File: src/dsr_pkg.sv
// ----------------------------------------------------------------------------
// dsr_pkg
// Shared types and constants of the diagonal similarity run detector.
// ----------------------------------------------------------------------------
package dsr_pkg;

	localparam int MaxRepeats  = 4096;
	localparam int MaxAlignLen = 4096;

	localparam int CharW   = 8;
	localparam int VarW    = 24;
	localparam int CfgIdxW = 2;
	localparam int PosW    = $clog2(MaxRepeats);
	localparam int CntW    = $clog2(MaxAlignLen) + 1;
	localparam int CfgW    = (CntW > PosW + 1) ? CntW : PosW + 1;
	// similar flag, pair mismatches, both positions, last pair flag
	localparam int EvW     = 2*PosW + CntW + 2;

	// Configuration register indexes
	typedef enum logic [CfgIdxW-1:0] {
		CFG_THRESHOLD = 2'd0,
		CFG_MIN_RUN   = 2'd1,
		CFG_MODE      = 2'd2
	} cfg_idx_t;

endpackage

File: src/dsr_if.sv
// ----------------------------------------------------------------------------
// dsr_in_if / dsr_out_if
// Valid/ready channels for character items in and run records out.
// ----------------------------------------------------------------------------
interface dsr_in_if;
	import dsr_pkg::*;

	logic             valid;
	logic             ready;
	logic [CharW-1:0] a_char;
	logic [CharW-1:0] b_char;
	logic             dir_a;
	logic             dir_b;
	logic [PosW-1:0]  pos_a;
	logic [PosW-1:0]  pos_b;
	logic             last_char;
	logic             last_pair;

	modport source (
		output valid, a_char, b_char, dir_a, dir_b, pos_a, pos_b, last_char, last_pair,
		input  ready
	);
	modport sink (
		input  valid, a_char, b_char, dir_a, dir_b, pos_a, pos_b, last_char, last_pair,
		output ready
	);
endinterface

interface dsr_out_if;
	import dsr_pkg::*;

	logic            valid;
	logic            ready;
	logic [PosW:0]   start_a;
	logic [PosW:0]   end_a;
	logic [PosW:0]   start_b;
	logic [PosW:0]   end_b;
	logic            orientation;
	logic [VarW-1:0] variant_total;

	modport source (
		output valid, start_a, end_a, start_b, end_b, orientation, variant_total,
		input  ready
	);
	modport sink (
		input  valid, start_a, end_a, start_b, end_b, orientation, variant_total,
		output ready
	);
endinterface

File: src/dsr_front.sv
// ----------------------------------------------------------------------------
// dsr_front
// Accepts character items, counts mismatches per pair and classifies each
// finished pair as similar or not; pushes one event per pair.
// ----------------------------------------------------------------------------
module dsr_front (
	input  logic                      clk,
	input  logic                      arst_n,
	dsr_in_if.sink                    in_ch,
	input  logic [dsr_pkg::CntW-1:0]  threshold,
	input  logic                      antiparallel,
	input  logic                      q_ready,
	output logic                      push,
	output logic [dsr_pkg::EvW-1:0]   push_data
);
	import dsr_pkg::*;

	logic [CntW-1:0] pair_cnt_q;
	logic [CntW-1:0] pm;
	logic            bump;
	logic            accept;
	logic            dir_ok;
	logic            similar;

	assign in_ch.ready = q_ready;
	assign accept      = in_ch.valid && q_ready;

	assign bump    = (in_ch.a_char != in_ch.b_char) && (pair_cnt_q != {CntW{1'b1}});
	assign pm      = pair_cnt_q + CntW'(bump);
	assign dir_ok  = antiparallel ? (in_ch.dir_a != in_ch.dir_b) : (in_ch.dir_a == in_ch.dir_b);
	assign similar = dir_ok && (pm <= threshold);

	assign push      = accept && in_ch.last_char;
	assign push_data = {similar, pm, in_ch.pos_a, in_ch.pos_b, in_ch.last_pair};

	always_ff @(posedge clk or negedge arst_n) begin
		if (!arst_n) begin
			pair_cnt_q <= '0;
		end else if (accept) begin
			// restart the count once the pair closes
			pair_cnt_q <= in_ch.last_char ? '0 : pm;
		end
	end

endmodule

File: src/dsr_queue.sv
// ----------------------------------------------------------------------------
// dsr_queue
// Two-entry event queue between the front and the back.
// ----------------------------------------------------------------------------
module dsr_queue (
	input  logic                    clk,
	input  logic                    arst_n,
	input  logic                    push,
	input  logic [dsr_pkg::EvW-1:0] push_data,
	output logic                    push_ready,
	input  logic                    pop,
	output logic                    pop_valid,
	output logic [dsr_pkg::EvW-1:0] pop_data
);
	import dsr_pkg::*;

	logic [EvW-1:0] entry_q [2];
	logic           wr_ptr_q;
	logic           rd_ptr_q;
	logic [1:0]     count_q;
	logic           do_push;
	logic           do_pop;

	assign push_ready = (count_q != 2'd2);
	assign pop_valid  = (count_q != 2'd0);
	assign pop_data   = entry_q[rd_ptr_q];
	assign do_push    = push && push_ready;
	assign do_pop     = pop && pop_valid;

	always_ff @(posedge clk) begin
		if (do_push) begin
			entry_q[wr_ptr_q] <= push_data;
		end
	end

	always_ff @(posedge clk or negedge arst_n) begin
		if (!arst_n) begin
			wr_ptr_q <= 1'b0;
			rd_ptr_q <= 1'b0;
			count_q  <= 2'd0;
		end else begin
			if (do_push) begin
				wr_ptr_q <= ~wr_ptr_q;
			end
			if (do_pop) begin
				rd_ptr_q <= ~rd_ptr_q;
			end
			count_q <= count_q + 2'(do_push) - 2'(do_pop);
		end
	end

endmodule

File: src/dsr_back.sv
// ----------------------------------------------------------------------------
// dsr_back
// Tracks the open run along the diagonal and loads a run record into the
// output register when a run closes long enough.
// ----------------------------------------------------------------------------
module dsr_back (
	input  logic                      clk,
	input  logic                      arst_n,
	input  logic                      ev_valid,
	input  logic [dsr_pkg::EvW-1:0]   ev_data,
	output logic                      ev_pop,
	input  logic [dsr_pkg::PosW:0]    min_run,
	input  logic                      antiparallel,
	dsr_out_if.source                 out_ch
);
	import dsr_pkg::*;

	localparam int LenW = PosW + 1;

	logic             ev_similar;
	logic [CntW-1:0]  ev_pm;
	logic [PosW-1:0]  ev_pa;
	logic [PosW-1:0]  ev_pb;
	logic             ev_lastp;

	logic [LenW-1:0]  len_q;
	logic [VarW-1:0]  var_q;
	logic [PosW-1:0]  sa_q;
	logic [PosW-1:0]  sb_q;
	logic [PosW-1:0]  lb_q;

	logic             out_valid_q;
	logic [LenW-1:0]  start_a_q;
	logic [LenW-1:0]  end_a_q;
	logic [LenW-1:0]  start_b_q;
	logic [LenW-1:0]  end_b_q;
	logic             orient_q;
	logic [VarW-1:0]  vtot_q;

	logic             run_open;
	logic [LenW-1:0]  new_len;
	logic [VarW:0]    var_sum;
	logic [VarW-1:0]  new_var;
	logic [PosW-1:0]  new_sa;
	logic [PosW-1:0]  new_sb;
	logic [LenW-1:0]  sel_len;
	logic [VarW-1:0]  sel_var;
	logic [PosW-1:0]  sel_sa;
	logic [PosW-1:0]  sel_sb;
	logic [PosW-1:0]  sel_lb;
	logic [PosW+1:0]  ea_sum;
	logic [LenW-1:0]  ea;
	logic [LenW-1:0]  sb_one;
	logic [LenW-1:0]  lb_one;
	logic             emit;

	assign {ev_similar, ev_pm, ev_pa, ev_pb, ev_lastp} = ev_data;

	assign ev_pop = ev_valid && (!out_valid_q || out_ch.ready);

	assign run_open = (len_q != '0);
	assign new_len  = !run_open ? LenW'(1) :
	                  (len_q == {LenW{1'b1}}) ? len_q : len_q + LenW'(1);
	assign var_sum  = {1'b0, var_q} + (VarW+1)'(ev_pm);
	assign new_var  = !run_open ? VarW'(ev_pm) :
	                  var_sum[VarW] ? {VarW{1'b1}} : var_sum[VarW-1:0];
	assign new_sa   = run_open ? sa_q : ev_pa;
	assign new_sb   = run_open ? sb_q : ev_pb;

	// A similar closing pair reports the updated run, a dissimilar one the old run
	assign sel_len = ev_similar ? new_len : len_q;
	assign sel_var = ev_similar ? new_var : var_q;
	assign sel_sa  = ev_similar ? new_sa : sa_q;
	assign sel_sb  = ev_similar ? new_sb : sb_q;
	assign sel_lb  = ev_similar ? ev_pb : lb_q;

	assign ea_sum = {2'b00, sel_sa} + {1'b0, sel_len};
	assign ea     = ea_sum[PosW+1] ? {LenW{1'b1}} : ea_sum[LenW-1:0];
	assign sb_one = {1'b0, sel_sb} + LenW'(1);
	assign lb_one = {1'b0, sel_lb} + LenW'(1);

	assign emit = ev_similar ? (ev_lastp && (new_len >= min_run)) :
	              (run_open && (len_q >= min_run));

	always_ff @(posedge clk or negedge arst_n) begin
		if (!arst_n) begin
			len_q <= '0;
			var_q <= '0;
			sa_q  <= '0;
			sb_q  <= '0;
			lb_q  <= '0;
		end else if (ev_pop) begin
			if (ev_similar) begin
				sa_q <= new_sa;
				sb_q <= new_sb;
				lb_q <= ev_pb;
				// drop the run at the end of the diagonal
				len_q <= ev_lastp ? '0 : new_len;
				var_q <= ev_lastp ? '0 : new_var;
			end else begin
				len_q <= '0;
				var_q <= '0;
			end
		end
	end

	always_ff @(posedge clk or negedge arst_n) begin
		if (!arst_n) begin
			out_valid_q <= 1'b0;
		end else if (ev_pop && emit) begin
			out_valid_q <= 1'b1;
		end else if (out_ch.ready) begin
			out_valid_q <= 1'b0;
		end
	end

	always_ff @(posedge clk) begin
		if (ev_pop && emit) begin
			start_a_q <= {1'b0, sel_sa} + LenW'(1);
			end_a_q   <= ea;
			start_b_q <= antiparallel ? lb_one : sb_one;
			end_b_q   <= antiparallel ? sb_one : lb_one;
			orient_q  <= antiparallel;
			vtot_q    <= sel_var;
		end
	end

	assign out_ch.valid         = out_valid_q;
	assign out_ch.start_a       = start_a_q;
	assign out_ch.end_a         = end_a_q;
	assign out_ch.start_b       = start_b_q;
	assign out_ch.end_b         = end_b_q;
	assign out_ch.orientation   = orient_q;
	assign out_ch.variant_total = vtot_q;

endmodule

File: src/diagonal_similarity_run_detector.sv
// A result passes through the event queue, then the run tracker into the
//   output register, after the item that closes its run is accepted.
// Throughput: one item per cycle while the event queue has room; the front
//   counts mismatches, the back updates the run once per pair event.
// Reset: clears counters, the open run and the queue; threshold 0,
//   shortest run 1, parallel mode.
// ----------------------------------------------------------------------------
// diagonal_similarity_run_detector
// Top level: configuration registers, front classifier, event queue and
// run tracker.
// ----------------------------------------------------------------------------
module diagonal_similarity_run_detector (
	input  logic                                  clk,
	input  logic                                  arst_n,
	input  logic                                  cfg_we,
	input  logic [dsr_pkg::CfgIdxW-1:0]           cfg_index,
	input  logic [dsr_pkg::CfgW-1:0]              cfg_data,
	dsr_in_if.sink                                in_ch,
	dsr_out_if.source                             out_ch
);
	import dsr_pkg::*;

	logic [CntW-1:0] threshold_q;
	logic [PosW:0]   min_run_q;
	logic            mode_q;

	logic            push;
	logic [EvW-1:0]  push_data;
	logic            q_ready;
	logic            ev_valid;
	logic [EvW-1:0]  ev_data;
	logic            ev_pop;

	always_ff @(posedge clk or negedge arst_n) begin
		if (!arst_n) begin
			threshold_q <= '0;
			min_run_q   <= (PosW+1)'(1);
			mode_q      <= 1'b0;
		end else if (cfg_we) begin
			unique case (cfg_idx_t'(cfg_index))
				CFG_THRESHOLD: threshold_q <= cfg_data[CntW-1:0];
				CFG_MIN_RUN:   min_run_q   <= cfg_data[PosW:0];
				CFG_MODE:      mode_q      <= cfg_data[0];
				default: begin
				end
			endcase
		end
	end

	dsr_front u_front (
		.clk          (clk),
		.arst_n       (arst_n),
		.in_ch        (in_ch),
		.threshold    (threshold_q),
		.antiparallel (mode_q),
		.q_ready      (q_ready),
		.push         (push),
		.push_data    (push_data)
	);

	dsr_queue u_queue (
		.clk        (clk),
		.arst_n     (arst_n),
		.push       (push),
		.push_data  (push_data),
		.push_ready (q_ready),
		.pop        (ev_pop),
		.pop_valid  (ev_valid),
		.pop_data   (ev_data)
	);

	dsr_back u_back (
		.clk          (clk),
		.arst_n       (arst_n),
		.ev_valid     (ev_valid),
		.ev_data      (ev_data),
		.ev_pop       (ev_pop),
		.min_run      (min_run_q),
		.antiparallel (mode_q),
		.out_ch       (out_ch)
	);

`ifndef SYNTHESIS
	// a closed pair always leaves an event behind for the back
	assert property (@(posedge clk) disable iff (!arst_n)
		(in_ch.valid && in_ch.ready && in_ch.last_char) |=> ev_valid)
		else $error("pair event lost on its way to the queue");

	// a run covers at least one pair on side A
	assert property (@(posedge clk) disable iff (!arst_n)
		out_ch.valid |-> (out_ch.start_a <= out_ch.end_a))
		else $error("run record with end_a below start_a");

	// the back only takes events that exist
	assert property (@(posedge clk) disable iff (!arst_n)
		ev_pop |-> ev_valid)
		else $error("event popped from an empty queue");
`endif

endmodule
File: src/flat_wrapper.sv
// flat-port wrapper written by rule: the top's interface ports become plain ports
module diagonal_similarity_run_detector_flat import dsr_pkg::*;
  (clk, arst_n, cfg_we, cfg_index, cfg_data, in_ch_valid, in_ch_a_char, in_ch_b_char, in_ch_dir_a, in_ch_dir_b, in_ch_pos_a, in_ch_pos_b, in_ch_last_char, in_ch_last_pair, in_ch_ready, out_ch_valid, out_ch_start_a, out_ch_end_a, out_ch_start_b, out_ch_end_b, out_ch_orientation, out_ch_variant_total, out_ch_ready);
  dsr_in_if in_ch_i ();
  dsr_out_if out_ch_i ();
  input  logic clk;
  input  logic arst_n;
  input  logic cfg_we;
  input  logic [dsr_pkg::CfgIdxW-1:0] cfg_index;
  input  logic [dsr_pkg::CfgW-1:0] cfg_data;
  input wire logic [$bits(in_ch_i.valid)-1:0] in_ch_valid;
  input wire logic [$bits(in_ch_i.a_char)-1:0] in_ch_a_char;
  input wire logic [$bits(in_ch_i.b_char)-1:0] in_ch_b_char;
  input wire logic [$bits(in_ch_i.dir_a)-1:0] in_ch_dir_a;
  input wire logic [$bits(in_ch_i.dir_b)-1:0] in_ch_dir_b;
  input wire logic [$bits(in_ch_i.pos_a)-1:0] in_ch_pos_a;
  input wire logic [$bits(in_ch_i.pos_b)-1:0] in_ch_pos_b;
  input wire logic [$bits(in_ch_i.last_char)-1:0] in_ch_last_char;
  input wire logic [$bits(in_ch_i.last_pair)-1:0] in_ch_last_pair;
  output wire logic [$bits(in_ch_i.ready)-1:0] in_ch_ready;
  output wire logic [$bits(out_ch_i.valid)-1:0] out_ch_valid;
  output wire logic [$bits(out_ch_i.start_a)-1:0] out_ch_start_a;
  output wire logic [$bits(out_ch_i.end_a)-1:0] out_ch_end_a;
  output wire logic [$bits(out_ch_i.start_b)-1:0] out_ch_start_b;
  output wire logic [$bits(out_ch_i.end_b)-1:0] out_ch_end_b;
  output wire logic [$bits(out_ch_i.orientation)-1:0] out_ch_orientation;
  output wire logic [$bits(out_ch_i.variant_total)-1:0] out_ch_variant_total;
  input wire logic [$bits(out_ch_i.ready)-1:0] out_ch_ready;
  assign in_ch_i.valid = in_ch_valid;
  assign in_ch_i.a_char = in_ch_a_char;
  assign in_ch_i.b_char = in_ch_b_char;
  assign in_ch_i.dir_a = in_ch_dir_a;
  assign in_ch_i.dir_b = in_ch_dir_b;
  assign in_ch_i.pos_a = in_ch_pos_a;
  assign in_ch_i.pos_b = in_ch_pos_b;
  assign in_ch_i.last_char = in_ch_last_char;
  assign in_ch_i.last_pair = in_ch_last_pair;
  assign in_ch_ready = in_ch_i.ready;
  assign out_ch_valid = out_ch_i.valid;
  assign out_ch_start_a = out_ch_i.start_a;
  assign out_ch_end_a = out_ch_i.end_a;
  assign out_ch_start_b = out_ch_i.start_b;
  assign out_ch_end_b = out_ch_i.end_b;
  assign out_ch_orientation = out_ch_i.orientation;
  assign out_ch_variant_total = out_ch_i.variant_total;
  assign out_ch_i.ready = out_ch_ready;
  diagonal_similarity_run_detector u_core (.clk(clk), .arst_n(arst_n), .cfg_we(cfg_we), .cfg_index(cfg_index), .cfg_data(cfg_data), .in_ch(in_ch_i), .out_ch(out_ch_i));
endmodule
File: config.mk
export PLATFORM = sky130hd
export DESIGN_NAME = diagonal_similarity_run_detector_flat
export DESIGN_NICKNAME = d
export VERILOG_FILES = /design/src/dsr_pkg.sv /design/src/dsr_if.sv /design/src/dsr_front.sv /design/src/dsr_queue.sv /design/src/dsr_back.sv /design/src/diagonal_similarity_run_detector.sv /design/src/flat_wrapper.sv
export SDC_FILE = /design/constraint.sdc
export NUM_CORES = 1
export LEC_CHECK = 0
export BUFFER_PORTS_ARGS = -buffer_cell sky130_fd_sc_hd__buf_2
export CORE_UTILIZATION = 45
export CTS_CLUSTER_SIZE = 16
export DETAILED_ROUTE_END_ITERATION = 8
export PLACE_DENSITY = 0.64
export SLEW_MARGIN = 15
export SYNTH_ARGS = -nofsm -noshare
export SYNTH_HDL_FRONTEND = slang
export SYNTH_SLANG_ARGS = --single-unit
File: constraint.sdc
create_clock -name clk -period 9.2 [get_ports clk]
set_input_delay 1.84 -clock clk [delete_from_list [all_inputs] [get_ports clk]]
set_output_delay 1.84 -clock clk [all_outputs]
set_load 0.005 [all_outputs]
# Word-level counts from Yosys, hierarchy flattened
# Memories as Yosys holds them, arrays and structs flattened.
# Cells that the tools add are included.
word_totals:
  memories: 1
  elab_cells: 85
  ram_bits: 78
  register_bits: 195
memory_table:
  columns: ["memory", "words", "width", "rd", "rd_clocked_by_memory_dff", "wr", "line", "text"]
  rows:
  - ["u_core.u_queue.entry_q", 2, 39, 1, 0, 1, "dsr_queue.sv:17", "logic [EvW-1:0] entry_q [2];"]
op_classes:
  reduce_logical: 19
  mux: 24
  n_lt_le_gt_ge: 3
  n_eq_ne: 8
  n_addsub: 9
  bitwise: 2
op_table:
  columns: ["op", "count"]
  rows:
  - ["$mux W24", 5]
  - ["$mux W13", 8]
  - ["$mux W12", 5]
  - ["$add A12 B1 Y13 const B", 3]
  - ["$ge A13 B13 Y1", 2]
  - ["$add A24 B13 Y25", 1]
  - ["$add A12 B13 Y14", 1]
  - ["$add A13 B1 Y13", 1]
  - ["$add A13 B1 Y13 const B", 1]
  - ["$eq A13 B13 Y1 const B", 1]
  - ["$le A13 B13 Y1", 1]
  - ["$ne A13 B13 Y1 const B", 1]
  - ["$reduce_bool A13 Y1", 1]
  - ["$logic_and A1 B1 Y1", 10]
  - ["$ne A8 B8 Y1", 1]
  - ["$mux W1", 6]
  - ["$reduce_and A2 Y1", 3]
  - ["$reduce_bool A2 Y1", 2]
  - ["$add A2 B1 Y2", 1]
  - ["$eq A2 B1 Y1 const B", 1]
  - ["$eq A2 B2 Y1 const B", 1]
  - ["$logic_not A2 Y1", 1]
  - ["$ne A2 B2 Y1 const B", 1]
  - ["$not A1 Y1", 2]
  - ["other kinds (5)", 5]

# Logic depth before layout (Yosys ltp)
depth:
  depth_word: 8
  mapped_depth: 18

# Modules after synthesis
# From an unflattened synthesis, not the netlist that was laid out.
hier_totals:
  cells_unflattened: 1428
  area_unflattened_um2: 15621.2
modules_own_cells:
  columns: ["mod", "cells_per_inst", "area_per_inst_um2", "n_inst", "seq_area_each_um2"]
  rows:
  - ["dsr_back", 1059, 10072.2, 1, 4164.0]
  - ["dsr_queue", 138, 3025.4, 1, 2442.3]
  - ["dsr_front", 172, 1477.7, 1, 325.3]
  - ["diagonal_similarity_run_detector", 59, 1046.0, 1, 676.9]

# Worst setup path before layout
# OpenSTA, ideal clock, no wires.
synth_path:
  kind: "in2reg"
  start: "in out_ch_ready"
  end: "reg u_core.u_back.end_a_q[0] (netlist: u_core.u_back.out_ch.end_a[0]) (enable)"
  setup_time_ns: 0.437
  t_arrival_ns: 4.540
  cell_stages: 7
  slack_ns: 4.222
  cell_sequence: "nand2b_1 -> o21ai_1 -> inv_1 -> clkbuf_1 -> clkbuf_1 -> o2111ai_1 -> nand2_1"
synth_between:
  elab_chain_len: 3
synth_lines:
  columns: ["item", "line", "text"]
  rows:
  - ["start: declaration", "flat_wrapper.sv:28", "input wire logic [$bits(out_ch_i.ready)-1:0] out_ch_ready;"]
  - ["$logic_or A1 B1 Y1", "dsr_back.sv:59", "assign ev_pop = ev_valid && (!out_valid_q || out_ch.ready);"]
  - ["$logic_and A1 B1 Y1", "dsr_back.sv:59", null]
  - ["$logic_and A1 B1 Y1", "dsr_back.sv:118", "if (ev_pop && emit) begin"]
  - ["end signal: assignment", "dsr_back.sv:120", "end_a_q <= ea;"]
  - ["end: declaration", "dsr_back.sv:34", "logic [LenW-1:0] end_a_q;"]
# Every way passes these cells.
# A chain may end at the register's enable or synchronous reset.

# Worst setup path in the final report
layout_path:
  start: "mem u_core.u_queue.entry_q[0][38] (netlist bit)"
  end: "reg u_core.u_back.end_a_q[3] (netlist: u_core.u_back.out_ch.end_a[3]), data pin"
layout_between:
  elab_chain_len: 3
layout_lines:
  columns: ["item", "line", "text"]
  rows:
  - ["start: declaration", "dsr_queue.sv:17", null]
  - ["$mem_v2 Z2 W39", null, null]
  - ["$mux W12", null, null]
  - ["net u_core.u_back.sel_sa[1]", "dsr_back.sv:48", "logic [PosW-1:0] sel_sa;"]
  - ["$add A12 B13 Y14", "dsr_back.sv:77", "assign ea_sum = {2'b00, sel_sa} + {1'b0, sel_len};"]
# The timed path passes the listed nets, and every way through them passes these cells.

==> run summary <==
=================================================================================================
Final HPWL DP                                                                            25500 um
Yosys Warn Count                                                                                0
Setup repair after global routing missed its margin                                            no
Routed WL per cell                                                                        17.9 um
Slack of the worst reg-to-reg path                                                        3.80 ns
Terminating pin of the worst hold path                                               u_core.u_back.sb_q[10]
Setup Fix Bufs, Post-CTS                                                                        0
Critical path launch point type                                                              flop
Peak Freq                                                                                 185 MHz
Die W                                                                                      186 um
Leakage Power                                                                             7.12 nW
Cell count after synthesis                                                                   1428
Count of pins over their slew limit                                                             0
Pwr per Cell Area                                                                      280 nW/um2
Number of global-route vias before repair                                                   10800
Syn Area/Cell                                                                            10.7 um2
Least-Margin Pin Slew                                                                     1.07 ns
I/O pin count                                                                                 143
Minimum clock period after layout                                                         5.40 ns
Hold violation total from the final report                                                      0
Worst flop-to-flop path startpoint                                                   u_core.u_queue.entry_q[0][38]
Worst skew pair latency                                                                   0.56 ns
Length in cells of the worst reg-to-reg path                                                   11
Router iterations before antenna repair                                                         5
Required @ worst endpoint                                                                 9.46 ns
Number of distinct library cell variants in the gate-level netlist after synthesis             81
Tcrit/Tclk final                                                                            0.587
Commonest register cell after synthesis                                                  edfxtp_1
Run status                                                                           complete, no violations
Layout-stage area growth over the synthesis result                                          13.3%
Cts-stage hold buffer count                                                                     0
Syn Std Cell Area                                                                       15200 um2
GPL Wtd Cong                                                                                0.909
Worst-path maximum fanout                                                                      58
Number of register bits inferred by synthesis                                                 273
Placeable core area                                                                     32900 um2
Post-Synthesis Net Count                                                                     1568
CTS Buffer Depth                                                                                3
Critical path class                                                                       reg2reg
Top area cells in the synthesized netlist                                            edfxtp_1, dfrtp_1, ha_1
Min Hold Slack                                                                           0.480 ns
Total power                                                                               4.82 mW
Grt ovf                                                                                         0
Die Ht                                                                                     186 um
Initial Utilization                                                                         0.463
Async S/R FF share, synth                                                                   0.432
Class of the worst hold path                                                              reg2reg
Worst ir drop on vdd                                                                   0.000203 V
Die ar.                                                                                 34600 um2
H-Tree Level Count                                                                              1
Sequential-to-total area share from yosys stat                                              0.500
Setup clock skew after layout                                                           0.0125 ns
Vias per Instance                                                                            5.58
Initial antenna violation count                                                                 0
# setup viols final                                                                             0
Share of final-layout standard cells stronger than drive strength 1                         0.173
Final #Nets                                                                                  1683
FP Rows                                                                                        66
Root Driver                                                                             clkbuf_16
Proportion of netlist area held by the largest area contributor                             0.306
Clock tree from TritonCTS                                                                     yes
Relative max-transition margin                                                              0.288
Number of buffers added by the clock tree synthesis step                                       29
Maximum number of pins on one net before global-route repair                                   78
Final-layout setup total negative slack                                                      0 ns
Violation count after the first detailed-route iteration                                      842
Worst reg2reg endpoint                                                               u_core.u_back.out_ch.end_a[3]
Core utilization of the finished layout                                                     0.525
Global-route wire length before repair                                                   57000 um
Antenna diode instance count                                                                    0
Post-detailed-route count of antenna-violating nets                                             0
Wirelength, routed                                                                       36000 um
Clock transition at the registers of the reported paths                                   0.06 ns
PortBufs                                                                                      142
Hold Path Stages                                                                                2
Post-CTS resize count                                                                           0
Number of enable flip-flop cells after synthesis                                              155
Remaining design rule violation count                                                           0
Max Cap Viol                                                                                    0
Nature of the critical path endpoint                                                         flop
Post-synthesis cell type with the largest combined area                                  edfxtp_1
Arrival time worst endpoint                                                               5.65 ns
Placement Setup Slack                                                                     3.77 ns
Total Routing Usage GR                                                                      0.210
Worst path setup slack after routing                                                      3.80 ns
Total number of clock tree sinks                                                              273
Hold path start                                                                      u_core.u_back.sb_q[10]
DR vias                                                                                     11200
=================================================================================================
## layout make-up
type	count	area, um2
clock buffers	37	816
clock inverters	17	180
fillers	2910	15600
inverters	54	203
multi-input cells	1034	7100
flip-flops and latches	273	7610
well taps	442	553
repair buffers	151	781
## cells in the final DEF, fill, tap and decap left out, drive strengths merged, types with 13 or more instances in the layout
cell type / count
and3: 14
nand2: 183
a22o: 15
xor2: 37
a211oi: 16
mux2: 36
nand3: 51
xnor2: 57
nor2b: 15
mux2i: 74
inv: 56
dfrtp: 117
buf: 151
nand4: 19
a21oi: 82
a21o: 13
edfxtp: 155
clkbuf: 37
ha: 74
nor2: 71
nor3: 15
o21ai: 135
## worst max-delay path, cell delays in order (launching register included)
cell and delay [ns]:
edfxtp_1 0.76, mux2_4 0.56, nand4_4 0.71, o21ai_0 0.75, ha_1 0.35, a211oi_1 0.35
o211ai_1 0.19, a41o_1 0.30, a31oi_1 0.30, nor2b_1 0.08, o21ai_1 0.50, o21ai_0 0.20
## flip-flops by register name (all words and copies together), names as in the netlist
name and flops:
u_core.u_back.out_ch.start_b 13, u_core.u_back.out_ch.start_a 13, u_core.u_queue.count_q 2, u_core.u_back.sa_q 12, u_core.min_run_q 13, u_core.u_queue.wr_ptr_q 1
u_core.u_back.out_ch.orientation 1, u_core.u_back.out_ch.variant_total 24, u_core.mode_q 1, u_core.u_queue.rd_ptr_q 1, u_core.u_back.out_ch.valid 1, u_core.u_back.sb_q 12
u_core.u_back.lb_q 12, u_core.u_queue.entry_q 78, u_core.u_back.var_q 24, u_core.u_front.pair_cnt_q 13, u_core.threshold_q 13, u_core.u_back.out_ch.end_b 13
u_core.u_back.out_ch.end_a 13, u_core.u_back.len_q 13
## through the flow
stage / std cells / cell area (um2)
final: 2008 / 17200
after global routing: 2008 / 17200
after CTS: 2008 / 17200
after detailed placement: 1954 / 16200
after global placement: 1954 / 16200
after floorplan: 1428 / 15200
## how the worst max path moves through the flow
stage | startpoint | endpoint | slack [ns] | cells after the start
after floorplan | out_ch_ready | u_core.u_back.out_ch.end_a[0] | 4.22 | 7
after global placement | u_core.u_queue.entry_q[0][38] | u_core.u_back.out_ch.end_a[4] | 4.01 | 11
after detailed placement | u_core.u_queue.entry_q[0][38] | u_core.u_back.out_ch.end_a[4] | 3.77 | 11
after CTS | u_core.u_queue.entry_q[0][38] | u_core.u_back.out_ch.end_a[4] | 3.79 | 11
after global routing | u_core.u_queue.entry_q[0][38] | u_core.u_back.out_ch.end_a[3] | 3.29 | 11
final | u_core.u_queue.entry_q[0][38] | u_core.u_back.out_ch.end_a[3] | 3.80 | 11
## cells by family after synthesis
kind of cell | synth area share
adders and majority gates | 0.0635
muxes | 0.0756
AOI/OAI and AO/OA | 0.138
DFF | 0.500
and+or+nand+nor | 0.132
buffers and inverters | 0.0364
xor gates and xnor gates | 0.0541
## synth_stat cells (17+ instances only)
| library cell | instances |
|---|---|
| nand2_1 | 182 |
| edfxtp_1 | 155 |
| o21ai_0 | 118 |
| dfrtp_1 | 117 |
| a21oi_1 | 82 |
| ha_1 | 74 |
| mux2i_1 | 74 |
| nor2_1 | 65 |
| xnor2_1 | 57 |
| inv_1 | 54 |
| nand3_1 | 50 |
| xor2_1 | 37 |
| mux2_2 | 35 |
| clkbuf_1 | 29 |
| buf_2 | 21 |
| nand4_1 | 18 |
| o21ai_1 | 17 |
## routing by layer
layer  wire [um]  up-vias  track usage  part of all wire
li1            -     5441            -                 -
met1       16900     5340        0.302              0.47
met2       16200      361        0.333              0.45
met3        2090       54       0.0288             0.058
met4         740        0       0.0551             0.021
met5           0        -            0                 0
## power breakdown
group	total (mW)	internal (mW)	switching, mW
Clock	1.20	0.712	0.490
Sequential	1.71	1.56	0.140
Combinational	1.91	0.693	1.22
Note: power is estimated with default switching activity, not from simulation.
